`config.mk`:
```
export PLATFORM = sky130hd
export DESIGN_NAME = pthc_divider
export DESIGN_NICKNAME = d
export VERILOG_FILES = /design/src/hdl/pthc_pkg.sv /design/src/hdl/pthc_divider.sv
export SDC_FILE = /design/constraint.sdc
export NUM_CORES = 2
export LEC_CHECK = 0
export BUFFER_PORTS_ARGS = -buffer_cell sky130_fd_sc_hd__buf_2
export CORE_ASPECT_RATIO = 1.25
export CORE_MARGIN = 2
export CORE_UTILIZATION = 65
export DETAILED_ROUTE_END_ITERATION = 7
export HOLD_SLACK_MARGIN = 0.02
export PLACE_DENSITY = 0.81
export SYNTH_ARGS = -nofsm -noshare
export SYNTH_HDL_FRONTEND = slang
export SYNTH_SLANG_ARGS = --single-unit
```
`constraint.sdc`:
```
create_clock -name clk_i -period 11.1 [get_ports clk_i]
set_input_delay 3.33 -clock clk_i [delete_from_list [all_inputs] [get_ports clk_i]]
set_output_delay 3.33 -clock clk_i [all_outputs]
set_load 0.01 [all_outputs]
```
`src/hdl/pthc_pkg.sv`:
```
// Package with shared types, register indexes and helpers for the compensation pipeline.
package pthc_pkg;

  // Configuration register indexes.
  localparam logic [2:0] RegTempCalib   = 3'd0;
  localparam logic [2:0] RegPressCalibA = 3'd1;
  localparam logic [2:0] RegPressCalibB = 3'd2;
  localparam logic [2:0] RegPressNine   = 3'd3;
  localparam logic [2:0] RegHumCalib    = 3'd4;

  localparam int unsigned CfgIdxW  = 3;
  localparam int unsigned CfgDataW = 64;
  localparam int unsigned QuotW    = 32;

  localparam logic [31:0] HumMax = 32'd419430400;

  // Unpacked calibration words, each sign or zero extended to 32 bits.
  typedef struct packed {
    logic signed [31:0] t1, t2, t3;
    logic signed [31:0] p1, p2, p3, p4, p5, p6, p7, p8, p9;
    logic signed [31:0] h1, h2, h3, h4, h5, h6;
  } calib_t;

  // Low 32 bits of a signed product.
  function automatic logic signed [31:0] mul32(input logic signed [31:0] a,
                                               input logic signed [31:0] b);
    logic signed [63:0] p;
    p = a * b;
    return p[31:0];
  endfunction

endpackage

```
`src/hdl/pthc_divider.sv`:
```
// Pipelined restoring divider, one quotient bit per stage, for the pressure quotient.
module pthc_divider (
  input  logic                       clk_i,
  input  logic                       en_i,
  input  logic [pthc_pkg::QuotW-1:0] num_i,
  input  logic [pthc_pkg::QuotW-1:0] den_i,
  output logic [pthc_pkg::QuotW-1:0] quot_o
);

  localparam int unsigned N = pthc_pkg::QuotW;

  // The last stage only produces the final quotient bit, so it keeps no remainder.
  logic [N-1:0] rem_q [N-1];
  logic [N-1:0] den_q [N-1];
  logic [N-1:0] num_q [N];

  // One stage per quotient bit; the numerator shifts out its bits as the quotient shifts in.
  for (genvar s = 0; s < N; s++) begin : g_stage
    logic [N-1:0] rem_in;
    logic [N-1:0] num_in;
    logic [N-1:0] den_in;
    logic [N:0]   trial;
    logic [N:0]   diff;
    logic         q_bit;

    if (s == 0) begin : g_first
      assign rem_in = '0;
      assign num_in = num_i;
      assign den_in = den_i;
    end else begin : g_next
      assign rem_in = rem_q[s-1];
      assign num_in = num_q[s-1];
      assign den_in = den_q[s-1];
    end

    assign trial = {rem_in, num_in[N-1]};
    assign diff  = trial - {1'b0, den_in};
    assign q_bit = !diff[N];

    always_ff @(posedge clk_i) begin
      if (en_i) begin
        num_q[s] <= {num_in[N-2:0], q_bit};
      end
    end

    // Partial remainder and divisor move on to the next stage.
    if (s < N - 1) begin : g_keep
      always_ff @(posedge clk_i) begin
        if (en_i) begin
          rem_q[s] <= q_bit ? diff[N-1:0] : trial[N-1:0];
          den_q[s] <= den_in;
        end
      end
    end
  end

  assign quot_o = num_q[N-1];

endmodule

```
==> metrics <==
Crit. Startpoint=num_q[2][31]$_DFFE_PP_; H-tree levels=5; Slew @ Worst Pin=about 1.2 ns; drt via density=6.06; CP max FO=36; worst hold path type=reg2reg; Post-synth top cells=3,008 x edfxtp_1, 1,207 x inv_1, 993 x ha_1, 836 x a21oi_1, 743 x mux2_2; most common flop cell mapped by yosys=edfxtp_1; Arr. time, crit path=6.20 ns; Die ar.=approximately 0.24 sq mm; WL/cell=21.4 um; Max Clk Rate=180 MHz; Crit. End Element=register; power density over the cells=314 mW/mm^2; Mapped Area=~0.15 sq mm; vias=92.9k; first-pass GRT wire length=around 510,000 um; register area share after synthesis=59.2%; die span in x=437 um; global route overflow=0; # hold bufs at CTS=0; reg2reg start=num_q[2][31]$_DFFE_PP_; area leader, netlist=edfxtp_1; Fin Setup TNS=0 ns; PortBufs=97; area of the multi-input gates=around 0.057 sq mm; Fin. Hold Viols=0; hold wc startpoint=num_q[5][59]$_DFFE_PP_; Post-synth ARST share=0%; initial antenna violation count=3; Setup Skew=0.0802 ns; number of synthesized flops with an enable pin=3,008; VDD IR max=between 0.4 and 0.5 mV; Hold Slack=0.356 ns; HPWL after DPL=238,000 um; pin count of the biggest net entering global routing=~210; clock sinks=around 3k; Post-CTS Resized=0; vias in the first global route=approximately 97k; Clock transition at path regs=0.07 ns; top-count cell post-synth=edfxtp_1; share of the synthesized area in the top cell type=59.2%; FF/Latch Area=0.0903 sq mm; Final period util=50.2%; layout cells sized above 1=12.4%; core area=0.233 sq mm; largest cells by area after synthesis=edfxtp_1 59%, ha_1 8.1%, mux2_2 5.5%, xnor2_1 3.1%, inv_1 3.0%; Post-Syn Instances=11.7k; Setup Viol. Count Final=0; CTS tree=yes; drt drc=0; RSZ-0062 raised after global routing=false; Max-cap violations=0; Fillers=approximately 15k; Final Max Tran Viols=0; Initial Util=65.4%; #FFs+latches synth=approximately 3k; Total GRT Usage=27.2%; Unique masters post-synth=100; std cell rows=~200; final net count=13.1k; Area Growth Syn to Fin=9.47%; DIE HEIGHT=546 um; clock tree buffer depth=4; drt first pass iters=8; 1st-iter DRT viols=6,578; worst setup path class=reg2reg; Clk Latency, worst-skew pair=0.91 ns; setup bufs post-CTS=0; I/O pins=between 90 and 100; status=finished, final reports clean; TritonCTS Buffers=302; gpl congestion=0.989; Warnings, synthesis=0; CP required=around 12 ns; Root Driver=clkbuf_16; min Tclk post-route=5.57 ns; Post-Syn Area per Cell=13.0 sq um; Rel. slew slack=16.7%; detailed-route wire length=~330,000 um; DRT antenna net count=0; Startpoint Class=register; Leak=67.1 nW
## registers in the layout (all words and copies together), names as in the netlist
signal	flops
rem_q	992
num_q	1024
den_q	992
## power breakdown
| part | total (W) | switching (W) | internal (W) |
|---|---|---|---|
| combinational | 0.0239 | 0.0127 | 0.0112 |
| clock | 0.0103 | 0.00433 | 0.00594 |
| sequential | 0.0183 | 0.00166 | 0.0166 |
| total | 0.0524 | 0.0187 | 0.0337 |
## worst max-delay path, cell delays in order (launching register included)
cell       delay (ns)
edfxtp_1         0.41
inv_1            0.07
ha_1             0.24
fa_1             0.43
nor2b_1          0.19
o31a_1           0.24
o211ai_1         0.18
a21boi_0         0.71
o2111ai_1        0.46
a31oi_1          0.42
o22ai_1          0.22
o31ai_1          0.60
xor2_4           0.17
buf_4            0.46
mux2_2           0.40
## cell families (layout without fill, tap and decap cells)
logic type | count (synthesis) | after routing | synth area share [%]
other | 1 | 17 | 0.00246
AOI/OAI and AO/OA | 2712 | 2712 | 11.5
DFF | 3008 | 3008 | 59.2
adders and majority gates | 1023 | 1023 | 8.54
muxes | 869 | 869 | 6.49
xor gates and xnor gates | 821 | 821 | 4.73
buffers and inverters | 1410 | 1921 | 3.59
and+or+nand+nor | 1849 | 1849 | 5.87
## layout by cell type (no fill, tap or decap), types with 80 or more instances in the layout
master and count:
nor2_1 516, inv_1 1207, ha_1 993, xor2_1 265, a31oi_1 109, o21ai_0 482
a21oi_1 836, a211oi_1 80, xnor2_1 531, edfxtp_1 3008, nor2b_1 145, nand4_1 89
clkbuf_16 307, nand2_1 482, o21a_1 167, mux2_2 743, a21o_1 447, buf_2 96
nand3_1 146, nor3_1 95, nand2b_1 102
## metrics by stage
step / power [W] / setup slack (ns) / cell area (sq um) / util (%) / std cells
CTS: 0.0525 / 5.54 / 167000 / 71.6 / 15300
global route: 0.0554 / 5.36 / 167000 / 71.6 / 15300
detailed placement: 0.0419 / 5.04 / 157000 / 67.4 / 14800
finish: 0.0524 / 5.53 / 167000 / 71.6 / 15300
global placement: 0.0410 / 5.12 / 157000 / 67.4 / 14800
floorplan: 0.0361 / 6.20 / 153000 / - / 11700
## area by class of cell
| type | instances | share of cell area (%) |
|---|---|---|
| antenna | 2 | 0.00300 |
| clock buffer | 358 | 4.72 |
| clock inverter | 183 | 1.18 |
| inverter | 1207 | 2.71 |
| multi-input combinational | 7289 | 34.2 |
| sequential | 3008 | 54.1 |
| tap | 3100 | 2.32 |
| timing repair buffer | 173 | 0.717 |
## path summary, 6_finish.rpt
path                       endpoint  slack, ns  cells past startpoint
max reg2reg  rem_q[4][37]$_DFFE_PP_       5.53                     14
min reg2reg  num_q[5][92]$_DFFE_PP_       0.36                      0
max          rem_q[4][37]$_DFFE_PP_       5.53                     14
min          num_q[5][92]$_DFFE_PP_       0.36                      0
## routing by layer
| metal | GRT usage, % | routed length (um) | vias up |
|---|---|---|---|
| met5 | 0 | 10 | - |
| met4 | 16.7 | 22000 | 2 |
| met3 | 3.04 | 11100 | 960 |
| met2 | 53.2 | 183000 | 2396 |
| met1 | 27.1 | 112000 | 45500 |
| li1 | - | - | 44100 |
No activity file was read; power rests on OpenSTA's default activity.
